`config.mk`:
```
export PLATFORM = sky130hd
export DESIGN_NAME = size_suffix_string_parser
export DESIGN_NICKNAME = d
export VERILOG_FILES = /design/src/sv/ssp_pkg.sv /design/src/sv/size_suffix_string_parser.sv
export SDC_FILE = /design/constraint.sdc
export NUM_CORES = 1
export LEC_CHECK = 0
export ABC_AREA = 1
export BUFFER_PORTS_ARGS = -buffer_cell sky130_fd_sc_hd__buf_2
export CAP_MARGIN = 20
export CORE_MARGIN = 1
export CORE_UTILIZATION = 40
export CTS_CLUSTER_DIAMETER = 120
export DETAILED_ROUTE_END_ITERATION = 8
export PLACE_DENSITY = 0.58
export SETUP_SLACK_MARGIN = 0.02
export SYNTH_ARGS = -nofsm -noshare
export SYNTH_HDL_FRONTEND = slang
export SYNTH_SLANG_ARGS = --single-unit
```
`constraint.sdc`:
```
create_clock -name clk_i -period 4.6 [get_ports clk_i]
set_input_delay 0.23 -clock clk_i [delete_from_list [all_inputs] [get_ports clk_i]]
set_output_delay 0.23 -clock clk_i [all_outputs]
set_load 0.03 [all_outputs]
```
`src/sv/ssp_pkg.sv`:
```
`default_nettype none
// ----------------------------------------------------------------------------
// ssp_pkg: shared types and constants for the size string parser
// Parse phases, character codes and the unit suffix shift amounts.
// ----------------------------------------------------------------------------
package ssp_pkg;

  localparam int unsigned CharW  = 8;
  localparam int unsigned ValueW = 63;
  localparam int unsigned DigitW = 4;

  // Width of value * 10 + digit before the overflow check.
  localparam int unsigned MulW = ValueW + 4;

  // Suffix scale factors: 2^10, 2^20 and 2^30.
  localparam int unsigned ShiftK = 10;
  localparam int unsigned ShiftM = 20;
  localparam int unsigned ShiftG = 30;

  localparam logic [CharW-1:0] ChSpace   = 8'h20;
  localparam logic [CharW-1:0] ChZero    = 8'h30;
  localparam logic [CharW-1:0] ChNine    = 8'h39;
  localparam logic [CharW-1:0] ChCaseBit = 8'h20;
  localparam logic [CharW-1:0] ChLowerK  = 8'h6b;
  localparam logic [CharW-1:0] ChLowerM  = 8'h6d;
  localparam logic [CharW-1:0] ChLowerG  = 8'h67;
  localparam logic [CharW-1:0] ChLowerB  = 8'h62;
  localparam logic [CharW-1:0] ChLowerY  = 8'h79;
  localparam logic [CharW-1:0] ChLowerT  = 8'h74;
  localparam logic [CharW-1:0] ChLowerE  = 8'h65;
  localparam logic [CharW-1:0] ChLowerS  = 8'h73;

  typedef enum logic [3:0] {
    PH_INIT  = 4'd0,
    PH_NUM   = 4'd1,
    PH_K     = 4'd2,
    PH_M     = 4'd3,
    PH_G     = 4'd4,
    PH_B     = 4'd5,
    PH_BY    = 4'd6,
    PH_BYT   = 4'd7,
    PH_BYTE  = 4'd8,
    PH_BYTES = 4'd9,
    PH_ERR   = 4'd10
  } phase_e;

endpackage
`default_nettype wire

```
`src/sv/size_suffix_string_parser.sv`:
```
`default_nettype none
// ----------------------------------------------------------------------------
// size_suffix_string_parser: size string parser with k/m/g unit suffix
//
// Characters arrive one per request on the input channel (valid/ready).
// Spaces are skipped. Digits build the value, an optional k, m or g scales it
// by 2^10, 2^20 or 2^30, and b, byte or bytes may follow a suffix. A request
// with last_item_i set closes the string and produces exactly one result
// request: size_value_o and parse_ok_o, with the value forced to zero on error.
// A request with has_char_i low carries no character.
//
// Throughput is one character per cycle, as long as a closing request is not
// held for the result register; the per-character update (a multiply by ten
// plus digit, or a fixed shift, with an overflow check) is combinational
// after the input register. A closing request goes through the input register
// and then the output register, which holds its result.
// When the receiver stalls, the input register keeps taking characters that
// do not end a string; a closing request waits in the input register until
// the output register frees up. Reset empties both registers and returns the
// parser to the start of a new string.
// ----------------------------------------------------------------------------
module size_suffix_string_parser (
  input  wire logic                         clk_i,
  input  wire logic                         rst_ni,
  input  wire logic                         in_valid_i,
  output logic                              in_ready_o,
  input  wire logic [ssp_pkg::CharW-1:0]    char_code_i,
  input  wire logic                         has_char_i,
  input  wire logic                         last_item_i,
  output logic                              out_valid_o,
  input  wire logic                         out_ready_i,
  output logic [ssp_pkg::ValueW-1:0]        size_value_o,
  output logic                              parse_ok_o
);

  // Input register.
  logic                      s1_valid_q;
  logic [ssp_pkg::CharW-1:0] s1_char_q;
  logic                      s1_has_q;
  logic                      s1_last_q;
  logic                      s1_go;

  // Parser state.
  ssp_pkg::phase_e            phase_q, phase_d;
  logic [ssp_pkg::ValueW-1:0] acc_q, acc_d;

  // Result register.
  logic                       out_valid_q, out_valid_d;
  logic [ssp_pkg::ValueW-1:0] out_value_q, out_value_d;
  logic                       out_ok_q, out_ok_d;

  // Character decode and arithmetic.
  logic                       consume;
  logic                       is_digit;
  logic [ssp_pkg::CharW-1:0]  ch_low;
  logic [ssp_pkg::DigitW-1:0] digit;
  logic [ssp_pkg::MulW-1:0]   mul_sum;
  logic                       mul_ovf;
  logic                       ovf_k, ovf_m, ovf_g;
  ssp_pkg::phase_e            phase_new;
  logic [ssp_pkg::ValueW-1:0] acc_new;
  logic                       end_ok;

  // A closing request needs a free result slot; anything else moves on.
  assign s1_go      = s1_valid_q && (!s1_last_q || !out_valid_q || out_ready_i);
  assign in_ready_o = !s1_valid_q || s1_go;

  always_ff @(posedge clk_i or negedge rst_ni) begin
    if (!rst_ni) begin
      s1_valid_q <= 1'b0;
    end else if (in_ready_o) begin
      s1_valid_q <= in_valid_i;
    end
  end

  always_ff @(posedge clk_i) begin
    if (in_ready_o && in_valid_i) begin
      s1_char_q <= char_code_i;
      s1_has_q  <= has_char_i;
      s1_last_q <= last_item_i;
    end
  end

  always_comb begin
    consume  = s1_has_q && (s1_char_q != ssp_pkg::ChSpace);
    is_digit = (s1_char_q >= ssp_pkg::ChZero) && (s1_char_q <= ssp_pkg::ChNine);
    // Folding in the case bit matches exactly the two cases of a letter.
    ch_low   = s1_char_q | ssp_pkg::ChCaseBit;
    digit    = s1_char_q[ssp_pkg::DigitW-1:0];
    mul_sum  = {1'b0, acc_q, 3'b000} + {3'b000, acc_q, 1'b0}
             + {{(ssp_pkg::MulW-ssp_pkg::DigitW){1'b0}}, digit};
    mul_ovf  = |mul_sum[ssp_pkg::MulW-1:ssp_pkg::ValueW];
    ovf_k    = |acc_q[ssp_pkg::ValueW-1:ssp_pkg::ValueW-ssp_pkg::ShiftK];
    ovf_m    = |acc_q[ssp_pkg::ValueW-1:ssp_pkg::ValueW-ssp_pkg::ShiftM];
    ovf_g    = |acc_q[ssp_pkg::ValueW-1:ssp_pkg::ValueW-ssp_pkg::ShiftG];
  end

  // Next phase and value for one character.
  always_comb begin
    phase_new = ssp_pkg::PH_ERR;
    acc_new   = acc_q;
    unique case (phase_q)
      ssp_pkg::PH_INIT, ssp_pkg::PH_NUM: begin
        if (is_digit) begin
          if (!mul_ovf) begin
            phase_new = ssp_pkg::PH_NUM;
            acc_new   = mul_sum[ssp_pkg::ValueW-1:0];
          end
        end else if (phase_q == ssp_pkg::PH_NUM) begin
          if (ch_low == ssp_pkg::ChLowerK && !ovf_k) begin
            phase_new = ssp_pkg::PH_K;
            acc_new   = acc_q << ssp_pkg::ShiftK;
          end else if (ch_low == ssp_pkg::ChLowerM && !ovf_m) begin
            phase_new = ssp_pkg::PH_M;
            acc_new   = acc_q << ssp_pkg::ShiftM;
          end else if (ch_low == ssp_pkg::ChLowerG && !ovf_g) begin
            phase_new = ssp_pkg::PH_G;
            acc_new   = acc_q << ssp_pkg::ShiftG;
          end
        end
      end
      ssp_pkg::PH_K, ssp_pkg::PH_M, ssp_pkg::PH_G: begin
        if (ch_low == ssp_pkg::ChLowerB) phase_new = ssp_pkg::PH_B;
      end
      ssp_pkg::PH_B: begin
        if (ch_low == ssp_pkg::ChLowerY) phase_new = ssp_pkg::PH_BY;
      end
      ssp_pkg::PH_BY: begin
        if (ch_low == ssp_pkg::ChLowerT) phase_new = ssp_pkg::PH_BYT;
      end
      ssp_pkg::PH_BYT: begin
        if (ch_low == ssp_pkg::ChLowerE) phase_new = ssp_pkg::PH_BYTE;
      end
      ssp_pkg::PH_BYTE: begin
        if (ch_low == ssp_pkg::ChLowerS) phase_new = ssp_pkg::PH_BYTES;
      end
      default: begin
        phase_new = ssp_pkg::PH_ERR;
      end
    endcase
    if (!consume) begin
      phase_new = phase_q;
      acc_new   = acc_q;
    end
  end

  // Ending check, state update and result capture.
  always_comb begin
    unique case (phase_new)
      ssp_pkg::PH_NUM, ssp_pkg::PH_K, ssp_pkg::PH_M, ssp_pkg::PH_G,
      ssp_pkg::PH_B, ssp_pkg::PH_BYTE, ssp_pkg::PH_BYTES: end_ok = 1'b1;
      default: end_ok = 1'b0;
    endcase

    phase_d     = phase_q;
    acc_d       = acc_q;
    out_valid_d = out_valid_q && !out_ready_i;
    out_value_d = out_value_q;
    out_ok_d    = out_ok_q;
    if (s1_go) begin
      if (s1_last_q) begin
        phase_d     = ssp_pkg::PH_INIT;
        acc_d       = '0;
        out_valid_d = 1'b1;
        out_value_d = end_ok ? acc_new : '0;
        out_ok_d    = end_ok;
      end else begin
        phase_d = phase_new;
        acc_d   = acc_new;
      end
    end
  end

  always_ff @(posedge clk_i or negedge rst_ni) begin
    if (!rst_ni) begin
      phase_q     <= ssp_pkg::PH_INIT;
      acc_q       <= '0;
      out_valid_q <= 1'b0;
    end else begin
      phase_q     <= phase_d;
      acc_q       <= acc_d;
      out_valid_q <= out_valid_d;
    end
  end

  always_ff @(posedge clk_i) begin
    out_value_q <= out_value_d;
    out_ok_q    <= out_ok_d;
  end

  assign out_valid_o  = out_valid_q;
  assign size_value_o = out_value_q;
  assign parse_ok_o   = out_ok_q;

  // A rejected string always reports a zero size.
  a_err_zero: assert property (@(posedge clk_i) disable iff (!rst_ni)
    (out_valid_o && !parse_ok_o) |-> (size_value_o == '0))
    else $error("error result with nonzero size");

  // The start phase never carries a partial value.
  a_init_clear: assert property (@(posedge clk_i) disable iff (!rst_ni)
    (phase_q == ssp_pkg::PH_INIT) |-> (acc_q == '0))
    else $error("start phase with nonzero accumulator");

  // Closing a string produces a result and restarts the parser.
  a_close: assert property (@(posedge clk_i) disable iff (!rst_ni)
    (s1_go && s1_last_q) |=> (out_valid_q && phase_q == ssp_pkg::PH_INIT))
    else $error("string end did not restart the parser");

  // An empty input register never blocks the input channel.
  a_ready: assert property (@(posedge clk_i) disable iff (!rst_ni)
    !s1_valid_q |-> in_ready_o)
    else $error("input stalled with empty input register");

endmodule
`default_nettype wire

```
Word-level counts from Yosys, hierarchy flattened
Index checks and enable logic that the tools add are counted.
{"block": "word_totals", "word_cells": 90, "out_inout_bits": 66, "reg_bits": 143}
{"block": "op_classes", "order_cmp": 2, "reduce_logical": 27, "muxes": 26, "eq_ne": 24, "n_addsub": 2}
{"cell": "63-bit two-way mux", "count": 9}
{"cell": "66-bit by 64-bit adder with 67-bit output", "count": 1}
{"cell": "67-bit by 4-bit adder with 67-bit output", "count": 1}
{"cell": "7-bit by 6-bit == test with 1-bit output, second input constant", "count": 8}
{"cell": "4-bit two-way mux", "count": 11}
{"cell": "30-bit OR reduction", "count": 1}
{"cell": "4-bit by 3-bit == test with 1-bit output, second input constant", "count": 6}
{"cell": "4-bit one-hot mux with 6 select lines", "count": 1}
{"cell": "20-bit OR reduction", "count": 1}
{"cell": "4-bit by 2-bit == test with 1-bit output, second input constant", "count": 4}
{"cell": "4-bit == test, second input constant", "count": 3}
{"cell": "10-bit OR reduction", "count": 1}
{"cell": "4-bit by 1-bit == test with 1-bit output, second input constant", "count": 2}
{"cell": "8-bit by 6-bit greater-or-equal comparator with 1-bit output, second input constant", "count": 1}
{"cell": "8-bit by 6-bit less-or-equal comparator with 1-bit output, second input constant", "count": 1}
{"cell": "1-bit logical AND", "count": 8}
{"cell": "8-bit by 6-bit != test with 1-bit output, second input constant", "count": 1}
{"cell": "1-bit logical NOT", "count": 7}
{"cell": "7-bit OR reduction", "count": 1}
{"cell": "4-bit logical NOT", "count": 1}
{"cell": "2-bit two-way mux", "count": 2}
{"cell": "4-bit OR reduction", "count": 1}
{"cell": "1-bit logical OR", "count": 3}
{"cell": "1-bit two-way mux", "count": 3}
{"cell": "other kinds (3)", "count": 3}

Logic depth before layout (Yosys ltp)
Gate-level depths: netlist of run 1.
{"block": "depth", "ltp_word": 13, "depth_mapped": 28}

Worst setup path after synthesis of run 1
OpenSTA, ideal clock, no wires.
{"block": "synth_path", "path_kind": "flip-flop to flip-flop", "startpoint": "reg acc_q[0] (netlist bit)", "endpoint": "reg out_value_q, in the netlist size_value_o[23], data pin", "synth_period_minus_slack_ps": 3515, "setup_slack_ps": 1085, "stages_incl_launch_ff": 23, "required_time_ps": 4349, "path_buffers": 2, "arrival_time_ps": 3265, "setup_ps": 251, "cell_sequence": "dfrtp_1 -> inv_1 -> fa_1 -> fa_1 -> nand3b_1 -> nand2_1 -> nand3_1 -> nand2_1 -> nand3_1 -> nand2_1 -> nand2_1 -> nand2_1 -> nand2_1 -> nand2_1 -> nor2_2 -> nand2_2 -> buf_2 -> buf_2 -> nand2_1 -> o211ai_1 -> o211ai_1 -> nand2_1 -> nor2_2"}
{"block": "synth_via", "elab_chain_len": 10, "word_cells_on_any_way": 20, "classes_between": "add/sub: 2; eq/ne: 7; mux: 9; reduce/logical: 2"}
{"item": "start: declaration", "line_no": "size_suffix_string_parser.sv:45", "rtl": "logic [ssp_pkg::ValueW-1:0] acc_q, acc_d;"}
{"item": "start signal: assignment", "line_no": "size_suffix_string_parser.sv:177", "rtl": "acc_q <= '0;"}
{"item": "start signal: assignment", "line_no": "size_suffix_string_parser.sv:181", "rtl": "acc_q <= acc_d;"}
{"item": "66-bit by 64-bit adder with 67-bit output *", "line_no": "size_suffix_string_parser.sv:90", "rtl": "mul_sum = {1'b0, acc_q, 3'b000} + {3'b000, acc_q, 1'b0}"}
{"item": "67-bit by 4-bit adder with 67-bit output *", "line_no": "size_suffix_string_parser.sv:91", "rtl": "+ {{(ssp_pkg::MulW-ssp_pkg::DigitW){1'b0}}, digit};"}
{"item": "4-bit OR reduction", "line_no": "size_suffix_string_parser.sv:92", "rtl": "mul_ovf = |mul_sum[ssp_pkg::MulW-1:ssp_pkg::ValueW];"}
{"item": "4-bit two-way mux", "line_no": "size_suffix_string_parser.sv:105", "rtl": "if (!mul_ovf) begin"}
{"item": "4-bit two-way mux", "line_no": "size_suffix_string_parser.sv:104", "rtl": "if (is_digit) begin"}
{"item": "4-bit one-hot mux with 6 select lines", "line_no": "size_suffix_string_parser.sv:102", "rtl": "unique case (phase_q)"}
{"item": "4-bit two-way mux", "line_no": "size_suffix_string_parser.sv:141", "rtl": "if (!consume) begin"}
{"item": "4-bit by 1-bit == test with 1-bit output (tied with other cells)", "line_no": "size_suffix_string_parser.sv:149", "rtl": "unique case (phase_new)"}
{"item": "7-bit OR reduction", "line_no": "size_suffix_string_parser.sv:149"}
{"item": "1-bit two-way mux", "line_no": "size_suffix_string_parser.sv:149"}
{"item": "end signal: assignment", "line_no": "size_suffix_string_parser.sv:187", "rtl": "out_value_q <= out_value_d;"}
{"item": "end: declaration", "line_no": "size_suffix_string_parser.sv:49", "rtl": "logic [ssp_pkg::ValueW-1:0] out_value_q, out_value_d;"}
Mark *: on every way between the ends. The rest lies on a longest branch, timed or not.
A chain may end at the register's enable or synchronous reset.

Worst setup path after layout of run 1
{"block": "layout_path", "startpoint": "reg acc_q[2] (netlist bit)", "endpoint": "reg out_value_q, in the netlist size_value_o[14], data pin"}
Same word-level chain as after synthesis.

==> flow_metrics.py, run 1 <==
metrics = {
    "status": {
        "status": "finished with violations",
        "violations": "design-rule violations",
    },
    "drt": {
        "wl_per_cell_um": 20.68,
        "wirelength_mm": 57.66,
        "drtPass1Iterations": 8,
        "final_antenna_net_count": 0,
        "vias_per_cell": 5.569,
        "drc": 6,
        "drt_iter0_drc": 1641,
        "vias": 15530,
    },
    "synthesis": {
        "synth_cell_types": 48,
        "synthDominantCellAreaShare_pct": 17.65,
        "yosysWarnings": 0,
        "synth-seq-cells": 143,
        "synth.cell_area_sq_um": 14570,
        "ys_top_cells_by_area": "nand2_1 (18%), edfxtp_1 (15%), dfrtp_1 (12%)",
        "syn_nets": 2372,
        "synth_ff_type": "edfxtp_1",
        "yosysSeqAreaShare_pct": 27.10,
        "avgSynthCellArea_sq_um": 6.531,
        "async_flop_share_pct": 48.25,
        "synth_top_area_cell": "nand2_1",
        "synth_edf_count": 74,
        "syn_inst": 2231,
    },
    "run": {
        "cap_violations": 0,
    },
    "grt": {
        "grt_max_degree": 93,
        "grt_pass1_vias": 14800,
        "grt_first_pass_wirelength_mm": 87.74,
        "grt_antenna_before_repair": 3,
        "grt-ovfl-total": 0,
        "grt_usage_pct": 31.61,
    },
    "sta": {
        "slew_headroom_pct": 32.82,
        "setup_viol": 0,
        "finalCritPeriodShare_pct": 93.09,
        "rsz0062_at_grt": "false",
        "max_freq_mhz": 233.5,
        "slew_viol_final": 0,
        "period_minus_slack_ps": 4282,
        "fin_setup_tns_ps": 0,
        "fin_ws_ps": 317.9,
        "skew_ps": 16.87,
        "worst_pin_slew_ps": 1008,
        "timing.hold.ws_ps": 250.1,
        "finalHoldViolCount": 0,
    },
    "place": {
        "place.gp.congestion": 1.017,
        "dp.cells": 2744,
        "io_buffers": 79,
        "dp_hpwl_mm": 44.72,
        "place_ws_ps": 384.4,
    },
    "floorplanning": {
        "design.die.area_sq_um": 37190,
        "die_y_um": 192.9,
        "ios": 80,
        "die_x_um": 192.9,
        "fp-row-count": 69,
        "start_util_pct": 40.77,
        "coreArea_sq_um": 35740,
    },
    "layout": {
        "postLayoutCoreUtil_pct": 45.65,
        "finalNonFillerCells": 2789,
        "area_growth_pct": 11.98,
        "drive_gt1_share_pct": 10.14,
        "fin_nets": 2456,
        "diodes": 0,
        "fillers": 3879,
    },
    "worst_setup_path": {
        "cp.arrival_ps": 4470,
        "worstSetupPathType": "flop to flop",
        "setup.worst_path.end_class": "flop",
        "slowest_delay_ps": 500,
        "critPathMaxFanout": 38,
        "crit_top_cell": "nand2_1",
        "crit_path_start_kind": "flop",
        "cpLargestDelayFamily": "simple AND/OR/NAND/NOR gates",
        "worstPathRequired_ps": 4790,
        "critical_path_buf_inv_count": 3,
        "crit_chain": "inv_1, fa_1, fa_1, nand3b_1, nand2_1, nand3_1, nand2_1, nand3_1, nand2_1, nand2_1, nand2_1, nand2_1, nand2_1, nor2_2, nand2_2, buf_4, o211ai_1, nand2_1, o21ai_0, inv_1, nor2_1",
        "cp_slowest_cell": "fa_1",
    },
    "clock_tree": {
        "clkTransAtPathRegs_ps": 70,
        "cts.sinks": 143,
        "clk_latency_ps": 440,
        "cts-root-buf": "clkbuf_16",
        "clk_path_buf_depth": 2,
        "cts_htree_levels": 4,
        "numCtsBuffers": 17,
        "cts_setup_buffers": 0,
        "cts_tree": "yes",
    },
    "power_and_ir_drop": {
        "leakage_uw": 0.007905,
        "peakVddDrop_mv": 0.2396,
        "power_density_nw_per_um2": 265.6,
    },
    "hold_path": {
        "holdCritPathClass": "input port to async pin",
    },
}
-- cell families after synthesis --
group | share of synthesized area (%)
adders and majority gates | 11.01
and+or+nand+nor | 30.35
buffers and inverters | 10.16
DFF | 27.10
AOI/OAI and AO/OA | 18.02
xor gates and xnor gates | 3.366
-- sequential cells by signal (all words and copies together), names as in the netlist --
| signal | flops |
|---|---|
| s1_valid_q | 1 |
| out_valid_o | 1 |
| phase_q | 4 |
| s1_has_q | 1 |
| parse_ok_o | 1 |
| s1_last_q | 1 |
| acc_q | 63 |
| size_value_o | 63 |
| s1_char_q | 8 |
-- cells in the mapped netlist, types with 9 or more instances --
cell type  number
clkbuf_1       63
ha_1          125
nand2_2        13
nand2_1       685
o211ai_1       52
nor2_1        216
a21oi_1       150
xor2_1         27
nor3_1         17
inv_1         287
edfxtp_1       74
nand3_1        78
nor2_2         31
a31oi_1        12
xnor2_1        29
nand4_1        13
o21ai_0       139
o21bai_1       17
a21boi_0        9
nor4_1         10
o22ai_1        38
dfrtp_1        69
-- metrics by stage --
stage | total power, uW | cell area [sq um]
global route | 4524 | 16320
global placement | 2955 | 15640
floorplan | 2490 | 14570
CTS | 4325 | 16320
detailed placement | 2965 | 15640
finish | 4333 | 16320
-- cells in the final DEF (no fill, tap or decap), types with 27 or more instances in the layout --
master	count
nand2_1	685
inv_1	284
nor2_1	214
a21oi_1	149
o21ai_0	139
ha_1	125
nand3_1	78
buf_2	78
edfxtp_1	74
dfrtp_1	69
o211ai_1	52
buf_4	52
o22ai_1	38
nor2_2	31
xnor2_1	29
xor2_1	27
-- where the power goes --
| group | switching, uW | leakage, uW | internal [uW] | total [uW] |
|---|---|---|---|---|
| clock network | 616 | 0.000263 | 745 | 1360 |
| logic | 975 | 0.00598 | 412 | 1390 |
| registers | 131 | 0.00166 | 1450 | 1580 |
-- final timing paths --
kind	start	end	slack, ps	cells after the start
worst max-delay path	acc_q[2]$_DFFE_PN0P_	size_value_o[14]$_SDFFCE_PN0P_	320	21
worst min-delay path	rst_ni	acc_q[14]$_DFFE_PN0P_	250	2
worst max register to register	acc_q[2]$_DFFE_PN0P_	size_value_o[14]$_SDFFCE_PN0P_	320	21
worst min register to register	out_valid_o$_DFF_PN0_	out_valid_o$_DFF_PN0_	560	2
max in group asynchronous	rst_ni	acc_q[49]$_DFFE_PN0P_	3260	3
min in group clk_i	char_code_i[5]	s1_char_q[5]$_DFFE_PP_	510	2
-- cell type report --
cell class	count	area, sq um	area share (%)
flip-flops and latches	143	3949	24.20
clock inverters	13	116.4	0.7132
inverters	294	1104	6.764
well taps	461	576.8	3.535
clock buffers	19	432.9	2.653
repair buffers	146	970.9	5.951
multi-input cells	1713	9166	56.18
-- metal layers --
metal | vias up | wire, um | GRT usage [%] | share of wire [%]
met4 | 4 | 1540 | 9.933 | 2.7
met3 | 90 | 4539 | 4.237 | 7.9
li1 | 7487 | - | - | -
met2 | 683 | 24780 | 48.24 | 43
met5 | - | 23 | 0 | 0.040
met1 | 7269 | 26780 | 45.61 | 46
-- timing repair --
action | in CTS | in global routing
endpoints found under the hold margin | 32 | 0
hold buffers | 13 | 0
resized for setup | 0 | 0
(Power assumes the default switching activity.)
==> run 2: changes to the inputs <==
Clock period 4.6 ns to 5.5 ns, I/O delays scaled along.
==> flow_metrics.py, run 2 (synthesis results as in run 1) <==
metrics = {
    "status": {
        "status": "finished with violations",
        "violations": "design-rule violations",
    },
    "grt": {
        "grt_max_degree": 65,
        "grt-ovfl-total": 0,
        "grt_first_pass_wirelength_mm": 86.77,
        "grt_antenna_before_repair": 1,
        "grt_usage_pct": 31.18,
        "grt_pass1_vias": 14430,
    },
    "sta": {
        "period_minus_slack_ps": 4727,
        "slew_headroom_pct": 28.61,
        "max_freq_mhz": 211.5,
        "finalCritPeriodShare_pct": 85.95,
        "skew_ps": 12.00,
        "rsz0062_at_grt": "false",
        "slew_viol_final": 0,
        "worst_pin_slew_ps": 1070,
        "fin_setup_tns_ps": 0,
        "finalHoldViolCount": 0,
        "setup_viol": 0,
    },
    "worst_setup_path": {
        "r2r_slack_ps": 770,
        "rr_endpoint": "size_value_o[44]$_SDFFCE_PN0P_",
        "crit_path_start_kind": "flop",
        "worstSetupPathType": "flop to flop",
        "crit_chain": "inv_1, fa_1, fa_1, nand3b_1, nand2_1, nand3_1, nand2_1, nand3_1, nand2_1, nand2_1, nand2_1, nand2_1, nand2_1, nor2_2, nand2_2, inv_2, nand2_1, nand3_1, a21boi_0, nor2_1",
        "critPathMaxFanout": 29,
        "worstPathRequired_ps": 5690,
        "cp_slowest_cell": "fa_1",
        "crit_top_cell": "nand2_1",
        "setup.worst_path.end_class": "flop",
        "crit-reg2reg-launch": "acc_q[0]$_DFFE_PN0P_",
        "slowest_delay_ps": 530,
        "cp.arrival_ps": 4910,
        "r2r_cells": 20,
    },
    "hold_path": {
        "holdCritPathClass": "input port to flop",
        "min_to": "s1_last_q$_DFFE_PP_",
        "whs_path_depth": 1,
        "min-delay-start": "last_item_i",
    },
    "layout": {
        "final_common_cell": "nand2_1",
        "area_growth_pct": 9.961,
        "layout_common_cells": "nand2_1 (685), inv_1 (284), nor2_1 (214)",
        "diodes": 0,
        "drive_gt1_share_pct": 9.055,
        "fin_nets": 2414,
    },
    "floorplanning": {
        "ios": 80,
        "start_util_pct": 40.77,
        "coreArea_sq_um": 35740,
        "die_x_um": 192.9,
        "fp-row-count": 69,
        "die_y_um": 192.9,
        "design.die.area_sq_um": 37190,
    },
    "clock_tree": {
        "clkTransAtPathRegs_ps": 70,
        "cts_htree_levels": 4,
        "cts_tree": "yes",
        "cts.sinks": 143,
        "numCtsBuffers": 17,
        "clk_path_buf_depth": 2,
        "cts-root-buf": "clkbuf_16",
        "clk_latency_ps": 450,
        "cts_setup_buffers": 0,
    },
    "place": {
        "dp_hpwl_mm": 43.53,
        "io_buffers": 79,
        "place.gp.congestion": 0.9552,
    },
    "drt": {
        "drc": 6,
        "wl_per_cell_um": 20.80,
        "final_antenna_net_count": 0,
        "drtPass1Iterations": 8,
        "drt_iter0_drc": 1760,
        "wirelength_mm": 57.14,
        "vias_per_cell": 5.637,
        "vias": 15490,
    },
    "power_and_ir_drop": {
        "pwr-share-seq_pct": 36.8,
        "power_density_nw_per_um2": 227.2,
        "power.share.clock_pct": 33.4,
        "peakVddDrop_mv": 0.2248,
        "comb_power_share_pct": 29.8,
        "leakage_uw": 0.007723,
        "switchingPower_uw": 1469,
        "swShare_pct": 40.36,
        "p_int_uw": 2171,
        "finalPower_uw": 3641,
    },
    "run": {
        "cap_violations": 0,
    },
}
-- run 2: cell types whose count changed in the layout (fill, tap and decap cells not counted), moves of 2 or more --
cell,before,now
inv_6,2,7
inv_8,0,3
clkinv_2,4,0
buf_4,52,21
clkbuf_1,2,0
clkinv_4,3,1
dlygate4sd3_1,13,2
-- run 2: how the worst max path moves through the flow --
| stage | depth (start not counted) | end | slack [ps] | from |
|---|---|---|---|---|
| global placement | 20 | size_value_o[44]$_SDFFCE_PN0P_ | 940 | s1_char_q[3]$_DFFE_PP_ |
| global route | 27 | size_value_o[20]$_SDFFCE_PN0P_ | 590 | acc_q[0]$_DFFE_PN0P_ |
| detailed placement | 20 | size_value_o[44]$_SDFFCE_PN0P_ | 900 | s1_char_q[3]$_DFFE_PP_ |
| floorplan | 22 | size_value_o[23]$_SDFFCE_PN0P_ | 1980 | acc_q[0]$_DFFE_PN0P_ |
| CTS | 20 | size_value_o[44]$_SDFFCE_PN0P_ | 880 | acc_q[2]$_DFFE_PN0P_ |
| finish | 20 | size_value_o[44]$_SDFFCE_PN0P_ | 770 | acc_q[0]$_DFFE_PN0P_ |
-- run 2: routing by layer --
| layer | up-vias | routed length (um) | global-route usage (%) | part of all wire (%) |
|---|---|---|---|---|
| li1 | 7411 | - | - | - |
| met1 | 7284 | 26820 | 46.13 | 47 |
| met2 | 692 | 24370 | 46.65 | 43 |
| met3 | 99 | 4111 | 2.855 | 7.2 |
| met4 | 0 | 1841 | 10.99 | 3.2 |
| met5 | - | 0 | 0 | 0 |
-- run 2: timing repair --
item                                   in CTS  in global routing
resized for setup                           0                  0
setup endpoints to repair                   0                  0
endpoints found under the hold margin      26                  0
hold buffers                                2                  0
-- run 2: worst max-delay path, delay by kind of cell (launching register included) --
family                     cells  cell delay [ps]
AOI/OAI and AO/OA              1              410
DFF                            1              450
and+or+nand+nor               15             2070
adders and majority gates      2             1030
buffers and inverters          2              490
-- run 2: area by class of cell --
class	instances	area (sq um)
clock buffer	17	425.4
timing repair buffer	104	635.6
inverter	294	1104
multi-input combinational	1713	9166
tap	461	576.8
clock inverter	15	165.2
fill	3784	19720
sequential	143	3949
-- run 2: metrics by stage --
step           hold WS, ps  cells  setup WS (ps)  util, %  cell area, sq um
6_report             12.36   2747          772.8    44.83             16020
5_1_grt             0.9875   2747          593.3    44.83             16020
4_1_cts              4.702   2746          881.5    44.75             15990
3_5_place_dp         261.5   2712          896.4    43.04             15380
3_3_place_gp         256.8   2712          935.6    43.04             15380
2_1_floorplan       -20.59   2231           1985        -             14570
-- run 2: power groups by stage --
| stage | registers, uW | logic, uW | clock network (uW) |
|---|---|---|---|
| floorplan | 1370 | 715 | 0 |
| global placement | 1350 | 1060 | 0 |
| detailed placement | 1360 | 1070 | 0 |
| CTS | 1340 | 1070 | 1220 |
| global route | 1350 | 1180 | 1270 |
| finish | 1340 | 1080 | 1220 |
